$ cat config.mk
export PLATFORM = sky130hd
export DESIGN_NAME = integer_to_radix_ascii
export DESIGN_NICKNAME = d
export VERILOG_FILES = /design/src/design/itra_pkg.sv /design/src/design/itra_div.sv /design/src/design/integer_to_radix_ascii.sv
export SDC_FILE = /design/constraint.sdc
export NUM_CORES = 1
export LEC_CHECK = 0
export BUFFER_PORTS_ARGS = -buffer_cell sky130_fd_sc_hd__buf_2
export CORE_MARGIN = 10
export CORE_UTILIZATION = 65
export DETAILED_ROUTE_END_ITERATION = 10
export GPL_TIMING_DRIVEN = 1
export PLACE_DENSITY = 0.85
export SYNTH_ARGS = -nofsm -noshare
export SYNTH_HDL_FRONTEND = slang
export SYNTH_SLANG_ARGS = --single-unit
$ cat constraint.sdc
create_clock -name aclk -period 18 [get_ports aclk]
set_input_delay 0.9 -clock aclk [delete_from_list [all_inputs] [get_ports aclk]]
set_output_delay 0.9 -clock aclk [all_outputs]
set_load 0.02 [all_outputs]
$ cat src/design/itra_pkg.sv
package itra_pkg;

    localparam int WORD_BITS  = 32;
    localparam int MAX_CHARS  = WORD_BITS + 1;
    localparam int CNT_BITS   = $clog2(MAX_CHARS + 1);
    localparam int ADDR_BITS  = $clog2(MAX_CHARS);
    localparam int RADIX_BITS = 6;
    localparam int CHAR_BITS  = 7;

    localparam int DIV_STEP     = 4;
    localparam int DIV_CYCLES   = WORD_BITS / DIV_STEP;
    localparam int DIV_CNT_BITS = (DIV_CYCLES > 1) ? $clog2(DIV_CYCLES) : 1;

    localparam logic [RADIX_BITS-1:0] RADIX_RESET  = RADIX_BITS'(10);
    localparam logic [RADIX_BITS-1:0] RADIX_MIN    = RADIX_BITS'(2);
    localparam logic [RADIX_BITS-1:0] RADIX_MAX    = RADIX_BITS'(36);
    localparam logic [RADIX_BITS-1:0] RADIX_SIGNED = RADIX_BITS'(10);
    localparam logic [RADIX_BITS-1:0] DIGIT_TEN    = RADIX_BITS'(10);

    localparam logic [CHAR_BITS-1:0] CHAR_ZERO   = CHAR_BITS'(8'h30);
    localparam logic [CHAR_BITS-1:0] CHAR_LETTER = CHAR_BITS'(8'h41);
    localparam logic [CHAR_BITS-1:0] CHAR_MINUS  = CHAR_BITS'(8'h2D);

    typedef enum logic [2:0] {
        ST_IDLE,
        ST_LAUNCH,
        ST_DIVIDE,
        ST_SIGN,
        ST_FETCH,
        ST_SHOW
    } state_t;

    typedef struct packed {
        logic                  start;
        logic [WORD_BITS-1:0]  dividend;
        logic [RADIX_BITS-1:0] divisor;
    } div_req_t;

    typedef struct packed {
        logic                  done;
        logic [WORD_BITS-1:0]  quotient;
        logic [RADIX_BITS-1:0] remainder;
    } div_rsp_t;

    function automatic logic [CHAR_BITS-1:0] digit_char(input logic [RADIX_BITS-1:0] d);
        logic [CHAR_BITS-1:0] c;
        if (d < DIGIT_TEN) begin
            c = CHAR_ZERO + CHAR_BITS'(d);
        end else begin
            c = CHAR_LETTER + CHAR_BITS'(d - DIGIT_TEN);
        end
        return c;
    endfunction

endpackage

$ cat src/design/itra_div.sv
module itra_div (
    input  logic               aclk,
    input  logic               aresetn,
    input  itra_pkg::div_req_t req,
    output itra_pkg::div_rsp_t rsp
);

    logic                                busy_reg, busy_next;
    logic                                done_reg, done_next;
    logic [itra_pkg::DIV_CNT_BITS-1:0]   cnt_reg, cnt_next;
    logic [itra_pkg::WORD_BITS-1:0]      q_reg, q_next;
    logic [itra_pkg::RADIX_BITS-1:0]     rem_reg, rem_next;
    logic [itra_pkg::RADIX_BITS-1:0]     div_reg, div_next;
    logic [itra_pkg::WORD_BITS-1:0]      q_step;
    logic [itra_pkg::RADIX_BITS-1:0]     rem_step;

    // restoring division, several quotient bits per cycle
    always_comb begin
        logic [itra_pkg::RADIX_BITS:0] part;
        q_step   = q_reg;
        rem_step = rem_reg;
        for (int i = 0; i < itra_pkg::DIV_STEP; i++) begin
            part   = {rem_step, q_step[itra_pkg::WORD_BITS-1]};
            q_step = {q_step[itra_pkg::WORD_BITS-2:0], 1'b0};
            if (part >= {1'b0, div_reg}) begin
                part      = part - {1'b0, div_reg};
                q_step[0] = 1'b1;
            end
            rem_step = part[itra_pkg::RADIX_BITS-1:0];
        end
    end

    always_comb begin
        busy_next = busy_reg;
        done_next = 1'b0;
        cnt_next  = cnt_reg;
        q_next    = q_reg;
        rem_next  = rem_reg;
        div_next  = div_reg;
        if (busy_reg) begin
            q_next   = q_step;
            rem_next = rem_step;
            cnt_next = cnt_reg + 1'b1;
            if (cnt_reg == itra_pkg::DIV_CNT_BITS'(itra_pkg::DIV_CYCLES - 1)) begin
                busy_next = 1'b0;
                done_next = 1'b1;
            end
        end else if (req.start) begin
            busy_next = 1'b1;
            cnt_next  = '0;
            q_next    = req.dividend;
            rem_next  = '0;
            div_next  = req.divisor;
        end
    end

    always_ff @(posedge aclk) begin
        if (!aresetn) begin
            busy_reg <= 1'b0;
            done_reg <= 1'b0;
            cnt_reg  <= '0;
        end else begin
            busy_reg <= busy_next;
            done_reg <= done_next;
            cnt_reg  <= cnt_next;
        end
    end

    always_ff @(posedge aclk) begin
        q_reg   <= q_next;
        rem_reg <= rem_next;
        div_reg <= div_next;
    end

    assign rsp.done      = done_reg;
    assign rsp.quotient  = q_reg;
    assign rsp.remainder = rem_reg;

endmodule

$ cat src/design/integer_to_radix_ascii.sv
// Converts one 32-bit two's complement word on the s_ stream into its ASCII text on the
// m_ stream, most significant digit first, with m_tlast on the final character. The radix
// comes from the configuration channel (reset 10, values below 2 or above 36 act as 2 or
// 36); only radix ten shows a leading '-' for negative words, every other radix reads the
// word as unsigned. The block takes one word at a time: s_tready is high only while idle.
// Each digit takes a launch step, a run of the shared divider at 4 quotient bits a cycle and a
// capture step that writes the digit into the digit buffer; a negative decimal word then
// writes its sign, and each character is then read back from the digit buffer and presented,
// holding while m_tready is low.
module integer_to_radix_ascii (
    input  logic        aclk,
    input  logic        aresetn,
    input  logic        s_tvalid,
    output logic        s_tready,
    input  logic [31:0] s_tdata,   // [31:0] value
    output logic        m_tvalid,
    input  logic        m_tready,
    output logic [7:0]  m_tdata,   // [6:0] character, [7] zero
    output logic        m_tlast,
    input  logic        cfg_valid,
    output logic        cfg_ready,
    input  logic [5:0]  cfg_data
);

    itra_pkg::state_t                 state_reg, state_next;
    logic [itra_pkg::RADIX_BITS-1:0]  radix_reg;
    logic [itra_pkg::RADIX_BITS-1:0]  radix_eff;
    logic [itra_pkg::RADIX_BITS-1:0]  radix_eff_reg, radix_eff_next;
    logic                             neg_reg, neg_next;
    logic [itra_pkg::WORD_BITS-1:0]   quotient_reg, quotient_next;
    logic [itra_pkg::CNT_BITS-1:0]    count_reg, count_next;
    logic [itra_pkg::ADDR_BITS-1:0]   rd_ptr_reg, rd_ptr_next;
    logic [itra_pkg::CHAR_BITS-1:0]   char_reg;
    logic                             last_reg;
    logic [itra_pkg::CHAR_BITS-1:0]   buffer_mem [itra_pkg::MAX_CHARS];

    logic                             wr_en;
    logic [itra_pkg::CHAR_BITS-1:0]   wr_data;
    logic                             rd_en;
    logic                             div_start;
    logic                             s_accept;
    logic                             m_accept;

    itra_pkg::div_req_t               div_req;
    itra_pkg::div_rsp_t               div_rsp;

    assign s_accept  = s_tvalid && s_tready;
    assign m_accept  = m_tvalid && m_tready;
    assign cfg_ready = 1'b1;

    always_comb begin
        if (radix_reg < itra_pkg::RADIX_MIN) begin
            radix_eff = itra_pkg::RADIX_MIN;
        end else if (radix_reg > itra_pkg::RADIX_MAX) begin
            radix_eff = itra_pkg::RADIX_MAX;
        end else begin
            radix_eff = radix_reg;
        end
    end

    assign div_req.start    = div_start;
    assign div_req.dividend = quotient_reg;
    assign div_req.divisor  = radix_eff_reg;

    itra_div u_div (
        .aclk    (aclk),
        .aresetn (aresetn),
        .req     (div_req),
        .rsp     (div_rsp)
    );

    always_comb begin
        state_next = state_reg;
        unique case (state_reg)
            itra_pkg::ST_IDLE: begin
                if (s_tvalid) begin
                    state_next = itra_pkg::ST_LAUNCH;
                end
            end
            itra_pkg::ST_LAUNCH: begin
                state_next = itra_pkg::ST_DIVIDE;
            end
            itra_pkg::ST_DIVIDE: begin
                if (div_rsp.done) begin
                    if (div_rsp.quotient != '0) begin
                        state_next = itra_pkg::ST_LAUNCH;
                    end else if (neg_reg) begin
                        state_next = itra_pkg::ST_SIGN;
                    end else begin
                        state_next = itra_pkg::ST_FETCH;
                    end
                end
            end
            itra_pkg::ST_SIGN: begin
                state_next = itra_pkg::ST_FETCH;
            end
            itra_pkg::ST_FETCH: begin
                state_next = itra_pkg::ST_SHOW;
            end
            itra_pkg::ST_SHOW: begin
                if (m_tready) begin
                    state_next = last_reg ? itra_pkg::ST_IDLE : itra_pkg::ST_FETCH;
                end
            end
            default: begin
                state_next = itra_pkg::ST_IDLE;
            end
        endcase
    end

    always_comb begin
        s_tready  = 1'b0;
        m_tvalid  = 1'b0;
        div_start = 1'b0;
        wr_en     = 1'b0;
        rd_en     = 1'b0;
        wr_data   = itra_pkg::digit_char(div_rsp.remainder);
        unique case (state_reg)
            itra_pkg::ST_IDLE:   s_tready  = 1'b1;
            itra_pkg::ST_LAUNCH: div_start = 1'b1;
            itra_pkg::ST_DIVIDE: wr_en     = div_rsp.done;
            itra_pkg::ST_SIGN: begin
                wr_en   = 1'b1;
                wr_data = itra_pkg::CHAR_MINUS;
            end
            itra_pkg::ST_FETCH:  rd_en     = 1'b1;
            itra_pkg::ST_SHOW:   m_tvalid  = 1'b1;
            default: begin
                s_tready = 1'b0;
            end
        endcase
    end

    always_comb begin
        radix_eff_next = radix_eff_reg;
        neg_next       = neg_reg;
        quotient_next  = quotient_reg;
        count_next     = count_reg;
        rd_ptr_next    = rd_ptr_reg;
        priority if (s_accept) begin
            radix_eff_next = radix_eff;
            neg_next       = (radix_eff == itra_pkg::RADIX_SIGNED) &&
                             s_tdata[itra_pkg::WORD_BITS-1];
            quotient_next  = neg_next ? (itra_pkg::WORD_BITS'(0) - s_tdata) : s_tdata;
            count_next     = '0;
        end else if (wr_en) begin
            if (state_reg == itra_pkg::ST_DIVIDE) begin
                quotient_next = div_rsp.quotient;
            end
            count_next  = count_reg + 1'b1;
            rd_ptr_next = count_reg[itra_pkg::ADDR_BITS-1:0];
        end else if (m_accept && !last_reg) begin
            rd_ptr_next = rd_ptr_reg - 1'b1;
        end else begin
            rd_ptr_next = rd_ptr_reg;
        end
    end

    always_ff @(posedge aclk) begin
        if (!aresetn) begin
            state_reg    <= itra_pkg::ST_IDLE;
            radix_reg    <= itra_pkg::RADIX_RESET;
            neg_reg      <= 1'b0;
            quotient_reg <= '0;
            count_reg    <= '0;
            rd_ptr_reg   <= '0;
        end else begin
            state_reg    <= state_next;
            neg_reg      <= neg_next;
            quotient_reg <= quotient_next;
            count_reg    <= count_next;
            rd_ptr_reg   <= rd_ptr_next;
            if (cfg_valid && cfg_ready) begin
                radix_reg <= cfg_data;
            end
        end
    end

    always_ff @(posedge aclk) begin
        radix_eff_reg <= radix_eff_next;
    end

    always_ff @(posedge aclk) begin
        if (wr_en) begin
            buffer_mem[count_reg[itra_pkg::ADDR_BITS-1:0]] <= wr_data;
        end
    end

    always_ff @(posedge aclk) begin
        if (rd_en) begin
            char_reg <= buffer_mem[rd_ptr_reg];
            last_reg <= (rd_ptr_reg == '0);
        end
    end

    assign m_tdata = {1'b0, char_reg};
    assign m_tlast = last_reg;

endmodule

==> results of run 1 <==
cells in the mapped netlist, types with 21 or more instances:
| library cell | count | share of area, % |
|---|---|---|
| o211a_1 | 33 | 2.0 |
| mux2_2 | 33 | 2.3 |
| ha_1 | 32 | 2.5 |
| dfxtp_1 | 59 | 7.3 |
| edfxtp_1 | 289 | 53 |
| a21oi_1 | 41 | 1.3 |
| mux2i_1 | 54 | 3.3 |
| inv_1 | 38 | 0.88 |
| nor2_1 | 71 | 1.6 |
| mux4_2 | 67 | 9.3 |
| nand2_1 | 87 | 2.0 |
| xor2_1 | 21 | 1.1 |
| clkbuf_1 | 43 | 0.99 |
| xnor2_1 | 29 | 1.6 |
| o21ai_0 | 39 | 1.2 |
cell families (layout without fill, tap and decap cells):
| family | Yosys count | in the layout | synth area share (%) |
|---|---|---|---|
| AO/OA/AOI/OAI | 179 | 179 | 7.88 |
| flip-flops | 348 | 348 | 60.7 |
| buffers and inverters | 100 | 167 | 2.40 |
| adder cells (fa/ha/maj) | 36 | 36 | 2.96 |
| multiplexers | 155 | 155 | 15.0 |
| other | 2 | 2 | 0.0463 |
| XOR/XNOR | 50 | 50 | 2.70 |
| AND/OR/NAND/NOR | 276 | 276 | 8.26 |
critical path, delay by kind of cell, from the launching register on:
family,cells,cell delay [ns]
buf+inv,1,0.09
simple gates,6,1.22
mux,1,0.40
flops,1,0.50
compound gates,16,3.89
fa+ha+maj,4,1.39
routing by layer:
metal,wire length [um],vias up,global-route usage [%]
li1,-,4438,-
met2,19200,471,40.9
met1,14500,4965,30.5
met5,0,-,0
met3,2600,90,4.23
met4,1270,0,8.41
path summary, 6_finish.rpt:
check                        start               end  cells after the start
setup / recovery  u_div.rem_reg[3]  u_div.rem_reg[2]                     28
hold / removal    radix_eff_reg[3]  u_div.div_reg[3]                      0
setup reg to reg  u_div.rem_reg[3]  u_div.rem_reg[2]                     28
hold reg to reg   radix_eff_reg[3]  u_div.div_reg[3]                      0
through the flow:
stage          total power (W)  cells  worst slack, ns
3_3_place_gp           0.00265   1473            10.50
6_report               0.00339   1537            10.28
3_5_place_dp           0.00269   1473            10.31
4_1_cts                0.00338   1537            10.29
5_1_grt                0.00359   1537             9.62
2_1_floorplan          0.00232   1146            11.09
area by class of cell:
class                   instances  area (um^2)
well taps                     324          405
inverters                      39          146
clock inverters                19          130
multi-input cells             698         6010
fillers                      1492         6600
flip-flops and latches        348         9870
repair buffers                 64          350
clock buffers                  45          955
power breakdown:
part / switching (W) / total, W / internal [W] / leakage [nW]
registers: 0.0000587 / 0.00120 / 0.00114 / 3.12
clock network: 0.000306 / 0.000698 / 0.000392 / 0.537
logic: 0.000903 / 0.00149 / 0.000590 / 2.71
total: 0.00127 / 0.00339 / 0.00213 / 6.37
==> impl_metrics.toml, run 1 <==
[finish]
nets = 1265
finish.utilization_pct = 73.0
largest_reg_flops = 231
final_common_cell = "edfxtp_1"
final_cell_mix = "edfxtp_1, nand2_1, nor2_1"
drive_gt1_share_pct = 20.0
synthToLayoutAreaGrowth_pct = 10.1
stdcell_area_mm2 = 0.0179
n_antenna_cell = 0

[floorplan]
die_w_um = 178
dieArea_mm2 = 0.0317
num_rows = 57
start_util_pct = 66.3
pin_count = 55
die_h_um = 178
fp.coreArea_mm2 = 0.0245

[global_routing]
grt_pass1_vias = 10108
grt_max_degree = 61
overflow = 0
grtUsageTotal_pct = 24.0
antenna_found_initial = 0
grt_pass1_wl_um = 58800

[cts]
cts.htree.levels = 2
cts_hold_buf = 0
cts_tree = "done"
clock_latency_ns = 0.53
clock-root-buffer = "clkbuf_16"
cts_setup_buffers = 0
path_clk_slew_ns = 0.06
cts_made_buffers = 35
clock-sinks = 348
ctsResizeCount = 0
cts.path.max_buffers = 3

[synthesis]
ys_seq_area_share_pct = 60.7
syn_area_per_cell_um2 = 14.2
synth_edf_count = 289
syn_inst = 1146
synthesis.area_mm2 = 0.0162
syn_nets = 1225
ys_seq_elements = 348
async_flop_share_pct = 0
synth-main-ff-cell = "edfxtp_1"
yosys_warnings = 0
ys_types = 65

[worst_setup_path]
worstPathMaxFanout = 8
endpoint_kind = "flip-flop"
crit_arrival_ns = 7.99
crit_top_cell = "ha_1"
worstPathRequired_ns = 18.27
critPathLaunchType = "flip-flop"
crit_slowest_cell = "edfxtp_1"
r2r_setup_slack_ns = 10.28
worst-setup-path-type = "flip-flop to flip-flop"
cpPeakStageDelay_ns = 0.50

[placement]
routabilityCongestion = 0.923
dp_hpwl_um = 23600
io_buffers = 52
placed_area_mm2 = 0.0168

[pwr]
p_per_area_mw_per_mm2 = 190
p_leak_nw = 6.37
vdd_ir_drop_max_mv = 0.198

[timing]
finalHoldViolations = 0
skew_ns = 0.0243
clock.fmax_mhz = 130
fin_setup_tns_ns = 0
setup_viol = 0
max-slew-margin-rel_pct = 10.9
finalCritPeriodShare_pct = 42.9
hold_slack_ns = 0.417
worstMarginPinSlew_ns = 1.34
min_period_ns = 7.72
drv_slew = 0
rsz0062_at_grt = "no"

[drt]
vias = 9964
ant_nets = 0
viasPerCell = 6.48
avgRoutedWirePerCell_um = 24.4
wirelength_um = 37500
dr.first_iter.drc_count = 1047
drtPass1Iterations = 6
drcViolationCount = 0

[run]
drv_cap = 0

[outcome]
outcome = "finished, final reports clean"

[min_path]
hold_path_class = "flip-flop to flip-flop"
Note: power is estimated with default switching activity, not from simulation.
==> run 2: changes to the inputs <==
CORE_UTILIZATION = 56   (was 65)
PLACE_DENSITY = 0.78   (was 0.85)
clock period = 6.6 ns   (was 18 ns; I/O delays follow)
==> impl_metrics.toml, run 2 (same netlist as run 1, synthesis figures left out) <==
[timing]
drv_slew = 0
skew_ns = 0.0274
setup_viol = 0
finalHoldViolations = 0
worstMarginPinSlew_ns = 1.19
clock.fmax_mhz = 155
min_period_ns = 6.45
finalCritPeriodShare_pct = 97.7
max-slew-margin-rel_pct = 21.0

[finish]
final_common_cell = "edfxtp_1"
finish.utilization_pct = 65.4
stdcell_area_mm2 = 0.0187
n_antenna_cell = 0
drive_gt1_share_pct = 26.4
synthToLayoutAreaGrowth_pct = 15.3
nets = 1322
final_cell_mix = "edfxtp_1, nand2_1, nor2_1"
largest_reg_flops = 231

[placement]
routabilityCongestion = 0.904
dp_hpwl_um = 24100
io_buffers = 52
placed_area_mm2 = 0.0172

[global_routing]
grt_pass1_vias = 10198
grtUsageTotal_pct = 20.4
antenna_found_initial = 0
grt_max_degree = 61
grt_pass1_wl_um = 58200
overflow = 0

[pwr]
p_total_w = 0.0107
p_per_area_mw_per_mm2 = 570
p_leak_nw = 6.70
vdd_ir_drop_max_mv = 0.637

[floorplan]
fp.coreArea_mm2 = 0.0286
dieArea_mm2 = 0.0362
pin_count = 55
num_rows = 62
die_w_um = 190
die_h_um = 190
start_util_pct = 56.7

[drt]
vias = 9973
avgRoutedWirePerCell_um = 22.4
wirelength_um = 37100
dr.first_iter.drc_count = 866
drtPass1Iterations = 5
viasPerCell = 6.03
drcViolationCount = 0
ant_nets = 0

[worst_setup_path]
crit_arrival_ns = 6.73
endpoint_kind = "flip-flop"
crit_slowest_cell = "edfxtp_1"
worst-setup-path-type = "flip-flop to flip-flop"
worstPathMaxFanout = 8
cp_top_family = "compound AO/OA/AOI/OAI gates"
critPathLaunchType = "flip-flop"
crit_buf_inv = 3
cpPeakStageDelay_ns = 0.44
worstPathRequired_ns = 6.88

[min_path]
hold_path_class = "primary input to flip-flop"

[cts]
cts.path.max_buffers = 3
clock_latency_ns = 0.53
clock-root-buffer = "clkbuf_16"
path_clk_slew_ns = 0.06
cts_hold_buf = 0
cts.htree.levels = 2
cts_made_buffers = 36
clock-sinks = 348
cts_tree = "done"

[outcome]
outcome = "finished, final reports clean"

[run]
drv_cap = 0
run 2: worst min-delay path, cell delays in order:
cell	delay, ns
buf_2	0.08
mux2i_1	0.06
nand2_1	0.06
run 2: repair_timing:
action	4_1_cts	5_1_grt
pin swaps	4	21
cloned	0	0
resized for setup	6	47
endpoints found under the setup margin	7	7
setup buffers	0	15
run 2: final timing paths:
check | startpoint | endpoint | slack [ns] | cells past startpoint
setup / recovery | u_div.rem_reg[3] | u_div.rem_reg[2] | 0.15 | 30
setup reg to reg | u_div.rem_reg[3] | u_div.rem_reg[2] | 0.15 | 30
hold reg to reg | radix_eff_reg[5] | u_div.div_reg[5] | 0.42 | 0
hold / removal | cfg_data[3] | radix_reg[3] | 0.03 | 3
run 2: cell type report:
type                            instances  area (um^2)
Sequential cell                       348         9870
Multi-Input combinational cell        698         6260
Fill cell                            1938         9900
Clock inverter                         17          206
Tap cell                              384          480
Timing Repair Buffer                  120          786
Clock buffer                           49          980
Inverter                               39          146
run 2: per-layer routing:
metal / global-route usage, % / wire [um] / vias up
met2: 34.0 / 18600 / 392
met4: 5.94 / 869 / 0
li1: - / - / 4571
met5: 0 / 0 / -
met1: 26.8 / 15300 / 4945
met3: 3.93 / 2350 / 65
run 2: per-stage QoR:
step | std cells | setup slack (ns) | setup TNS (ns) | hold slack (ns)
2_1_floorplan | 1146 | 0.0378 | 0 | 0.400
3_3_place_gp | 1574 | -0.0860 | -0.0860 | 0.405
3_5_place_dp | 1574 | -0.281 | -1.44 | 0.407
4_1_cts | 1640 | 0.0144 | 0 | 0.0249
5_1_grt | 1655 | -0.0942 | -0.323 | 0.0412
6_report | 1655 | 0.154 | 0 | 0.0336
run 2: power by group:
| part | total (W) | switching [W] | internal (W) |
|---|---|---|---|
| logic | 0.00538 | 0.00292 | 0.00246 |
| clock network | 0.00201 | 0.000829 | 0.00118 |
| registers | 0.00329 | 0.000174 | 0.00312 |
| total | 0.0107 | 0.00392 | 0.00675 |
